<file path="config.mk">
export PLATFORM = sky130hd
export DESIGN_NAME = int4_packed_group_dot_row_core
export DESIGN_NICKNAME = d
export VERILOG_FILES = /design/src/design/i4dot_pkg.sv /design/src/design/i4dot_front.sv /design/src/design/i4dot_queue.sv /design/src/design/i4dot_back.sv /design/src/design/int4_packed_group_dot_row_core.sv
export SDC_FILE = /design/constraint.sdc
export NUM_CORES = 2
export LEC_CHECK = 0
export BUFFER_PORTS_ARGS = -buffer_cell sky130_fd_sc_hd__buf_2
export CORE_ASPECT_RATIO = 0.75
export CORE_MARGIN = 2
export CORE_UTILIZATION = 55
export DETAILED_ROUTE_END_ITERATION = 12
export PLACE_DENSITY_LB_ADDON = 0.3
export SYNTH_ARGS = -nofsm -noshare
export SYNTH_HDL_FRONTEND = slang
export SYNTH_SLANG_ARGS = --single-unit
</file>
<file path="constraint.sdc">
create_clock -name clk -period 7.9 [get_ports clk]
set_clock_uncertainty 0.05 [all_clocks]
set_input_delay 0.395 -clock clk [delete_from_list [all_inputs] [get_ports clk]]
set_output_delay 0.395 -clock clk [all_outputs]
set_load 0.005 [all_outputs]
</file>
<file path="src/design/i4dot_pkg.sv">
// Shared types and constants for the int8 x int4 group dot-product row core.
// No dependencies; used by every module of the block.
package i4dot_pkg;

	localparam int SCALE_FRACTION_BITS = 12;
	localparam int NIBBLE_W    = 4;
	localparam int ACT_W       = 8;
	localparam int WBYTE_W     = 8;
	localparam int SCALE_W     = 16;
	localparam int PART_W      = 13;
	localparam int GSUM_W      = 20;
	localparam int ACC_W       = 48;
	localparam int PROD1_W     = GSUM_W + SCALE_W;
	localparam int PROD2_W     = PROD1_W + SCALE_W;
	localparam int QUEUE_DEPTH = 4;
	localparam int QPTR_W      = $clog2(QUEUE_DEPTH);
	localparam int QCNT_W      = $clog2(QUEUE_DEPTH + 1);

	// one classified item on its way from front to back
	typedef struct packed {
		logic signed [PART_W-1:0]  partial;
		logic signed [SCALE_W-1:0] act_scale;
		logic signed [SCALE_W-1:0] weight_scale;
		logic                      closes;
		logic                      row_end;
	} item_t;

endpackage

</file>
<file path="src/design/i4dot_front.sv">
// Front end: accepts items, forms the two nibble products and classifies
// the item (group close, row end). Depends on i4dot_pkg.
module i4dot_front import i4dot_pkg::*; (
	input  logic                      clk,
	input  logic                      arst_n,
	input  logic                      push,
	output logic                      full,
	input  logic signed [ACT_W-1:0]   act_low,
	input  logic signed [ACT_W-1:0]   act_high,
	input  logic [WBYTE_W-1:0]        weight_byte,
	input  logic signed [SCALE_W-1:0] act_scale,
	input  logic signed [SCALE_W-1:0] weight_scale,
	input  logic                      group_end,
	input  logic                      row_end,
	output logic                      q_push,
	output item_t                     q_data,
	input  logic                      q_full
);

	logic signed [NIBBLE_W-1:0] w_lo;
	logic signed [NIBBLE_W-1:0] w_hi;
	logic signed [PART_W-1:0]   p_lo;
	logic signed [PART_W-1:0]   p_hi;
	logic                       valid_q;
	item_t                      item_q;
	logic                       accept;

	assign w_lo = $signed(weight_byte[NIBBLE_W-1:0]);
	assign w_hi = $signed(weight_byte[2*NIBBLE_W-1:NIBBLE_W]);
	assign p_lo = PART_W'(act_low) * PART_W'(w_lo);
	assign p_hi = PART_W'(act_high) * PART_W'(w_hi);

	assign q_push = valid_q & ~q_full;
	assign full   = valid_q & q_full;
	assign accept = push & ~full;
	assign q_data = item_q;

	always_ff @(posedge clk or negedge arst_n) begin
		if (!arst_n) begin
			valid_q <= 1'b0;
		end else if (accept) begin
			valid_q <= 1'b1;
		end else if (q_push) begin
			valid_q <= 1'b0;
		end
	end

	always_ff @(posedge clk) begin
		if (accept) begin
			item_q.partial      <= p_lo + p_hi;
			item_q.act_scale    <= act_scale;
			item_q.weight_scale <= weight_scale;
			item_q.closes       <= group_end | row_end;
			item_q.row_end      <= row_end;
		end
	end

endmodule

</file>
<file path="src/design/i4dot_queue.sv">
// Short item queue between front and back.
// Depends on i4dot_pkg for item_t and depth.
module i4dot_queue import i4dot_pkg::*; (
	input  logic  clk,
	input  logic  arst_n,
	input  logic  q_push,
	input  item_t wr_data,
	output logic  q_full,
	input  logic  q_pop,
	output item_t rd_data,
	output logic  q_empty
);

	item_t             mem_q [QUEUE_DEPTH];
	logic [QPTR_W-1:0] wr_ptr_q;
	logic [QPTR_W-1:0] rd_ptr_q;
	logic [QCNT_W-1:0] count_q;

	assign q_full  = (count_q == QCNT_W'(QUEUE_DEPTH));
	assign q_empty = (count_q == '0);
	assign rd_data = mem_q[rd_ptr_q];

	always_ff @(posedge clk or negedge arst_n) begin
		if (!arst_n) begin
			wr_ptr_q <= '0;
			rd_ptr_q <= '0;
			count_q  <= '0;
		end else begin
			if (q_push) begin
				wr_ptr_q <= wr_ptr_q + 1'b1;
			end
			if (q_pop) begin
				rd_ptr_q <= rd_ptr_q + 1'b1;
			end
			if (q_push && !q_pop) begin
				count_q <= count_q + 1'b1;
			end else if (q_pop && !q_push) begin
				count_q <= count_q - 1'b1;
			end
		end
	end

	always_ff @(posedge clk) begin
		if (q_push) begin
			mem_q[wr_ptr_q] <= wr_data;
		end
	end

endmodule

</file>
<file path="src/design/i4dot_back.sv">
// Back end: group sum, two scale multiplies, saturating row accumulator and
// the result register. Depends on i4dot_pkg.
module i4dot_back import i4dot_pkg::*; (
	input  logic                    clk,
	input  logic                    arst_n,
	input  item_t                   q_data,
	input  logic                    q_empty,
	output logic                    q_pop,
	input  logic                    pop,
	output logic                    empty,
	output logic signed [ACC_W-1:0] row_value,
	output logic                    saturated
);

	localparam logic signed [GSUM_W-1:0] GSUM_MAX = {1'b0, {(GSUM_W-1){1'b1}}};
	localparam logic signed [GSUM_W-1:0] GSUM_MIN = {1'b1, {(GSUM_W-1){1'b0}}};
	localparam logic signed [ACC_W-1:0]  ACC_MAX  = {1'b0, {(ACC_W-1){1'b1}}};
	localparam logic signed [ACC_W-1:0]  ACC_MIN  = {1'b1, {(ACC_W-1){1'b0}}};

	logic                        stall;

	// group sum stage
	logic signed [GSUM_W-1:0]    gs_q;
	logic                        grp_clip_q;
	logic signed [GSUM_W:0]      gs_sum;
	logic                        gs_ovf;
	logic signed [GSUM_W-1:0]    gs_new;

	// multiply stages
	logic                        v_s1, v_s2, v_s3;
	logic signed [GSUM_W-1:0]    gsum_s1;
	logic signed [SCALE_W-1:0]   sa_s1;
	logic signed [SCALE_W-1:0]   sw_s1, sw_s2;
	logic                        row_end_s1, row_end_s2, row_end_s3;
	logic                        clip_s1, clip_s2, clip_s3;
	logic signed [PROD1_W-1:0]   prod1_s2;
	logic signed [PROD2_W-1:0]   prod2_s3;

	// accumulate stage
	logic signed [ACC_W-1:0]     acc_q;
	logic                        clip_q;
	logic signed [PROD2_W-1:0]   term;
	logic signed [ACC_W:0]       acc_sum;
	logic                        acc_ovf;
	logic signed [ACC_W-1:0]     acc_new;
	logic                        acc_fire;
	logic                        out_valid_q;

	assign stall = v_s3 & row_end_s3 & out_valid_q & ~pop;
	assign q_pop = ~q_empty & ~stall;

	assign gs_sum = (GSUM_W+1)'(gs_q) + (GSUM_W+1)'(q_data.partial);
	assign gs_ovf = gs_sum[GSUM_W] ^ gs_sum[GSUM_W-1];
	assign gs_new = gs_ovf ? (gs_sum[GSUM_W] ? GSUM_MIN : GSUM_MAX) : gs_sum[GSUM_W-1:0];

	assign term     = prod2_s3 >>> SCALE_FRACTION_BITS;
	assign acc_sum  = (ACC_W+1)'(acc_q) + $signed(term[ACC_W:0]);
	assign acc_ovf  = acc_sum[ACC_W] ^ acc_sum[ACC_W-1];
	assign acc_new  = acc_ovf ? (acc_sum[ACC_W] ? ACC_MIN : ACC_MAX) : acc_sum[ACC_W-1:0];
	assign acc_fire = v_s3 & ~stall;

	assign empty = ~out_valid_q;

	always_ff @(posedge clk or negedge arst_n) begin
		if (!arst_n) begin
			gs_q        <= '0;
			grp_clip_q  <= 1'b0;
			v_s1        <= 1'b0;
			v_s2        <= 1'b0;
			v_s3        <= 1'b0;
			acc_q       <= '0;
			clip_q      <= 1'b0;
			out_valid_q <= 1'b0;
		end else begin
			if (q_pop) begin
				if (q_data.closes) begin
					gs_q       <= '0;
					grp_clip_q <= 1'b0;
				end else begin
					gs_q       <= gs_new;
					grp_clip_q <= grp_clip_q | gs_ovf;
				end
			end
			if (!stall) begin
				v_s1 <= q_pop & q_data.closes;
				v_s2 <= v_s1;
				v_s3 <= v_s2;
			end
			if (acc_fire) begin
				if (row_end_s3) begin
					acc_q  <= '0;
					clip_q <= 1'b0;
				end else begin
					acc_q  <= acc_new;
					clip_q <= clip_q | clip_s3 | acc_ovf;
				end
			end
			if (acc_fire && row_end_s3) begin
				out_valid_q <= 1'b1;
			end else if (pop) begin
				out_valid_q <= 1'b0;
			end
		end
	end

	always_ff @(posedge clk) begin
		if (!stall) begin
			gsum_s1    <= gs_new;
			sa_s1      <= q_data.act_scale;
			sw_s1      <= q_data.weight_scale;
			row_end_s1 <= q_data.row_end;
			clip_s1    <= grp_clip_q | gs_ovf;

			prod1_s2   <= PROD1_W'(gsum_s1) * PROD1_W'(sa_s1);
			sw_s2      <= sw_s1;
			row_end_s2 <= row_end_s1;
			clip_s2    <= clip_s1;

			prod2_s3   <= PROD2_W'(prod1_s2) * PROD2_W'(sw_s2);
			row_end_s3 <= row_end_s2;
			clip_s3    <= clip_s2;
		end
		if (acc_fire && row_end_s3) begin
			row_value <= acc_new;
			saturated <= clip_q | clip_s3 | acc_ovf;
		end
	end

endmodule

</file>
<file path="src/design/int4_packed_group_dot_row_core.sv">
// Top level of the int8 x int4 group-quantized dot-product row core.
// Depends on i4dot_pkg, i4dot_front, i4dot_queue and i4dot_back.
//
// Each item carries one packed weight byte (low nibble = first half of the
// group, high nibble = second half) and the two int8 activations that pair
// with it. Items stream in at one per clock while full is low: the front
// end forms both signed nibble products and hands the item to a four-entry
// queue; the back end adds it into a 20-bit saturating group sum. An item
// with group_end or row_end closes the group: its sum goes through two
// registered multiplies (sum x act_scale, then x weight_scale, both Q4.12),
// is shifted right by 12 with rounding toward minus infinity, and is added
// into a 48-bit saturating row accumulator. Group closes do not hold up the
// stream: the multiplies run in their own stages behind the group sum. A
// row_end item gives one result (row_value, saturated) in the output
// register; other items give none. Sustained rate is one item per cycle
// unless the back end stalls, limited by the single group-sum adder. The
// result waits there; while it is not popped, the back end stalls only when
// the next row result reaches the accumulator; the queue then fills its four
// entries and the front register takes one more item before full rises.
module int4_packed_group_dot_row_core import i4dot_pkg::*; (
	input  logic                      clk,
	input  logic                      arst_n,
	input  logic                      push,
	output logic                      full,
	input  logic signed [ACT_W-1:0]   act_low,
	input  logic signed [ACT_W-1:0]   act_high,
	input  logic [WBYTE_W-1:0]        weight_byte,
	input  logic signed [SCALE_W-1:0] act_scale,
	input  logic signed [SCALE_W-1:0] weight_scale,
	input  logic                      group_end,
	input  logic                      row_end,
	output logic                      empty,
	input  logic                      pop,
	output logic signed [ACC_W-1:0]   row_value,
	output logic                      saturated
);

	logic  q_push;
	logic  q_full;
	logic  q_pop;
	logic  q_empty;
	item_t q_wr_data;
	item_t q_rd_data;

	i4dot_front u_front (
		.clk          (clk),
		.arst_n       (arst_n),
		.push         (push),
		.full         (full),
		.act_low      (act_low),
		.act_high     (act_high),
		.weight_byte  (weight_byte),
		.act_scale    (act_scale),
		.weight_scale (weight_scale),
		.group_end    (group_end),
		.row_end      (row_end),
		.q_push       (q_push),
		.q_data       (q_wr_data),
		.q_full       (q_full)
	);

	i4dot_queue u_queue (
		.clk     (clk),
		.arst_n  (arst_n),
		.q_push  (q_push),
		.wr_data (q_wr_data),
		.q_full  (q_full),
		.q_pop   (q_pop),
		.rd_data (q_rd_data),
		.q_empty (q_empty)
	);

	i4dot_back u_back (
		.clk       (clk),
		.arst_n    (arst_n),
		.q_data    (q_rd_data),
		.q_empty   (q_empty),
		.q_pop     (q_pop),
		.pop       (pop),
		.empty     (empty),
		.row_value (row_value),
		.saturated (saturated)
	);

	// the front never writes into a full queue
	a_no_overflow: assert property (@(posedge clk) disable iff (!arst_n)
		q_push |-> !q_full)
		else $error("queue written while full");

	// the back never reads an empty queue
	a_no_underflow: assert property (@(posedge clk) disable iff (!arst_n)
		q_pop |-> !q_empty)
		else $error("queue read while empty");

	// full only drops after the back has read the queue
	a_full_clears: assert property (@(posedge clk) disable iff (!arst_n)
		(full && !q_pop) |=> full)
		else $error("full dropped without a queue read");

endmodule
</file>
==> metrics.log <==
INFO  metric setup.worst_path.class = flop to flop
INFO  metric global_route.usage.total = 0.256
INFO  metric gate_count_of_the_mapped_netlist = 5,244
INFO  metric synth-warning-count = 0
INFO  metric drt-initial-drc-count = 3,046
INFO  metric clkTransAtPathRegs = 0.07 ns
INFO  metric totalWireLength = 127,000 um
INFO  metric grt_setup_unrepaired = no
INFO  metric port_buffers = 112
INFO  metric fin_crit_sh = 0.937
INFO  metric place_hpwl = 98,600 um
INFO  metric core = 99,300 um2
INFO  metric num_vias = 36,800
INFO  metric final.min_clock_period = 7.40 ns
INFO  metric achievable-frequency = 135 MHz
INFO  metric clock_path_buffers = 3
INFO  metric overflow = 0
INFO  metric worst_hold_path.num_cells = 3
INFO  metric route.antenna.remaining_nets = 0
INFO  metric clockRootBuffer = clkbuf_16
INFO  metric cap_viol_max_count = 0
INFO  metric crit_path_end_kind = flop
INFO  metric area.growth.synth_to_final = 7.86%
INFO  metric ioPinCount = 113
INFO  metric predominant_post_synthesis_flop_cell = edfxtp_1
INFO  metric worst_hold_class = primary input to flop
INFO  metric detailedRoute.firstPassIterationCount = 5
INFO  metric critical_path_peak_fanout = 20
INFO  metric dominant_cell_by_count_in_the_synthesized_netlist = inv_1
INFO  metric finalMaxSlewViolations = 0
INFO  metric cts-htree-levels = 2
INFO  metric syn-num-nets = 6,537
INFO  metric slew_headroom = 0.212
INFO  metric fillCellCount = 8,155
INFO  metric ys_top_cells_by_count = 1,077 x inv_1, 897 x fa_1, 660 x nand2_1
INFO  metric fp-row-count = 100
INFO  metric synth.top_cells.by_area = fa_1 33%, edfxtp_1 24%, ha_1 7.6%, inv_1 7.3%, nand2_1 4.5%
INFO  metric layout-drive-gt1-share = 0.0702
INFO  metric grt_pass1_vias = 38,300
INFO  metric worst_reg2reg_setup_slack = 0.50 ns
INFO  metric regArea = 15,100 um2
INFO  metric post-synth-top-area-cell = fa_1
INFO  metric finish.net_count = 6,638
INFO  metric post_synth_num_cell_types = 80
INFO  metric initial_core_util = 0.556
INFO  metric cp_data_required_time = 8.26 ns
INFO  metric postCtsSetupRepairBufs = 0
INFO  metric chipHeight = 278 um
INFO  metric avgSynthCellArea = 10.5 um2
INFO  metric grt_max_degree = 59
INFO  metric routed_wire_length_per_instance = 19.0 um
INFO  metric synth.ff_latch_count = 516
INFO  metric cp_data_arrival_time = 7.77 ns
INFO  metric drt_drc_violations_left = 0
INFO  metric gp_routability_congestion = 0.914
INFO  metric clk_latency = 0.67 ns
INFO  metric setup_viol = 0
INFO  metric via_per_instance_ratio = 5.48
INFO  metric critPathLaunchType = flop
INFO  metric seq_area_frac_synth = 0.273
INFO  metric grt_pass1_wl = 208,000 um
INFO  metric tightestPinTransition = 1.17 ns
INFO  metric die_area = 103,000 um2
INFO  metric worst_r2r_path_depth = 23
INFO  metric tritoncts.num_buffers = 52
INFO  metric postSynth.asyncResetShare = 0.159
INFO  metric grt_antenna_before_repair = 1
INFO  metric multi_input_area = 35,300 um2
INFO  metric synth_enable_flop_cells = 434
INFO  metric clock_sinks = 516
INFO  metric mappedNetlistArea = 55,200 um2
INFO  metric status = finished clean
INFO  metric insertedDiodeCount = 0
INFO  metric setup_total_negative_slack = 0 ns
INFO  metric area_fraction_of_the_dominant_cell_type_after_synthesis = 0.325
INFO  metric finalHoldViolations = 0
INFO  metric die-width = 370 um
INFO  metric cts_tree = done
-- metrics by stage --
stage / utilization / worst slack (ns) / std cells / hold slack [ns] / cell area [um2]
6_report: 0.599 / 0.496 / 6713 / 0.232 / 59500
5_1_grt: 0.599 / 0.167 / 6713 / 0.248 / 59500
4_1_cts: 0.599 / 0.527 / 6713 / 0.209 / 59500
3_5_place_dp: 0.579 / 0.556 / 6580 / 0.355 / 57500
3_3_place_gp: 0.579 / 0.706 / 6580 / 0.353 / 57500
2_1_floorplan: - / 1.18 / 5244 / 0.0494 / 55200
-- metal layers --
| layer | routed length [um] | GRT usage | part of all wire |
|---|---|---|---|
| met5 | 0 | 0.000938 | 0 |
| met1 | 56800 | 0.389 | 0.45 |
| met3 | 11400 | 0.0445 | 0.090 |
| met2 | 56500 | 0.389 | 0.44 |
| met4 | 2460 | 0.0515 | 0.019 |
-- area by class of cell --
class	count	share of cell area
Sequential cell	516	0.253
Tap cell	1326	0.0279
Clock buffer	62	0.0228
Multi-Input combinational cell	3450	0.593
Timing Repair Buffer	248	0.0296
Inverter	1077	0.0679
Clock inverter	34	0.00509
-- worst max-delay path, cell delays in order, from the launching register on --
cell	delay (ns)
edfxtp_1	0.79
nand2_1	0.19
fa_1	0.57
inv_1	0.05
fa_1	0.52
inv_1	0.05
fa_1	0.49
inv_1	0.05
fa_1	0.54
inv_1	0.05
fa_1	0.48
inv_1	0.05
fa_1	0.43
ha_1	0.36
a21o_1	0.20
a21o_1	0.18
a221oi_1	0.45
nand2b_1	0.17
o21ai_0	0.17
o41ai_2	0.51
o21ai_0	0.28
a21bo_2	0.26
a21oi_1	0.18
xnor2_1	0.08
-- flip-flops by register name (all words and copies together), names as in the netlist, 2 cells and up --
register and flops:
u_queue.mem_q 188, u_back.acc_q 48, u_back.row_value 48, u_front.q_data 47, u_back.prod2_s3 40, u_back.prod1_s2 36, u_back.gs_q 20, u_back.gsum_s1 20
u_back.sa_s1 16, u_back.sw_s1 16, u_back.sw_s2 16, u_queue.count_q 3, u_queue.rd_ptr_q 2, u_queue.wr_ptr_q 2
-- repair_timing --
action                                  CTS  global route
hold buffers                             37             0
endpoints found under the hold margin    74             0
resized for setup                         0             0
endpoints found under the setup margin    0             0
-- cell families (layout without fill, tap and decap cells) --
| family | Yosys count | count (layout) | synth area share |
|---|---|---|---|
| xor gates and xnor gates | 181 | 181 | 0.0289 |
| DFF | 516 | 516 | 0.273 |
| and+or+nand+nor | 1427 | 1427 | 0.122 |
| adders and majority gates | 1260 | 1260 | 0.406 |
| AOI/OAI and AO/OA | 532 | 532 | 0.0621 |
| muxes | 50 | 50 | 0.0198 |
| buffers and inverters | 1278 | 1421 | 0.0877 |
-- worst paths after layout --
path	to	start
max in group asynchronous	u_queue.rd_ptr_q[0]$_DFFE_PN0P_	arst_n
min in group asynchronous	u_back.acc_q[6]$_DFFE_PN0P_	arst_n
worst max-delay path	u_back.prod1_s2[34]$_DFFE_PN_	u_back.sa_s1[1]$_DFFE_PN_
worst min register to register	u_back.clip_s3$_DFFE_PN_	u_back.clip_s2$_DFFE_PN_
worst min-delay path	u_front.q_data[34]$_DFFE_PP_	act_low[0]
worst max register to register	u_back.prod1_s2[34]$_DFFE_PN_	u_back.sa_s1[1]$_DFFE_PN_
-- placed cells by master, fill, tap and decap left out, types with 93 or more instances in the layout --
cell,Yosys,layout
fa_1,897,897
nand2_1,660,660
inv_1,1077,1077
buf_4,4,93
xnor2_1,129,129
nor2_1,202,201
a21oi_1,135,135
o21ai_0,111,111
buf_2,21,111
edfxtp_1,434,434
and2_1,383,379
ha_1,334,334
Power is not shown: default switching activity piles up to over one toggle a cycle in this logic, so the estimate is an artifact.
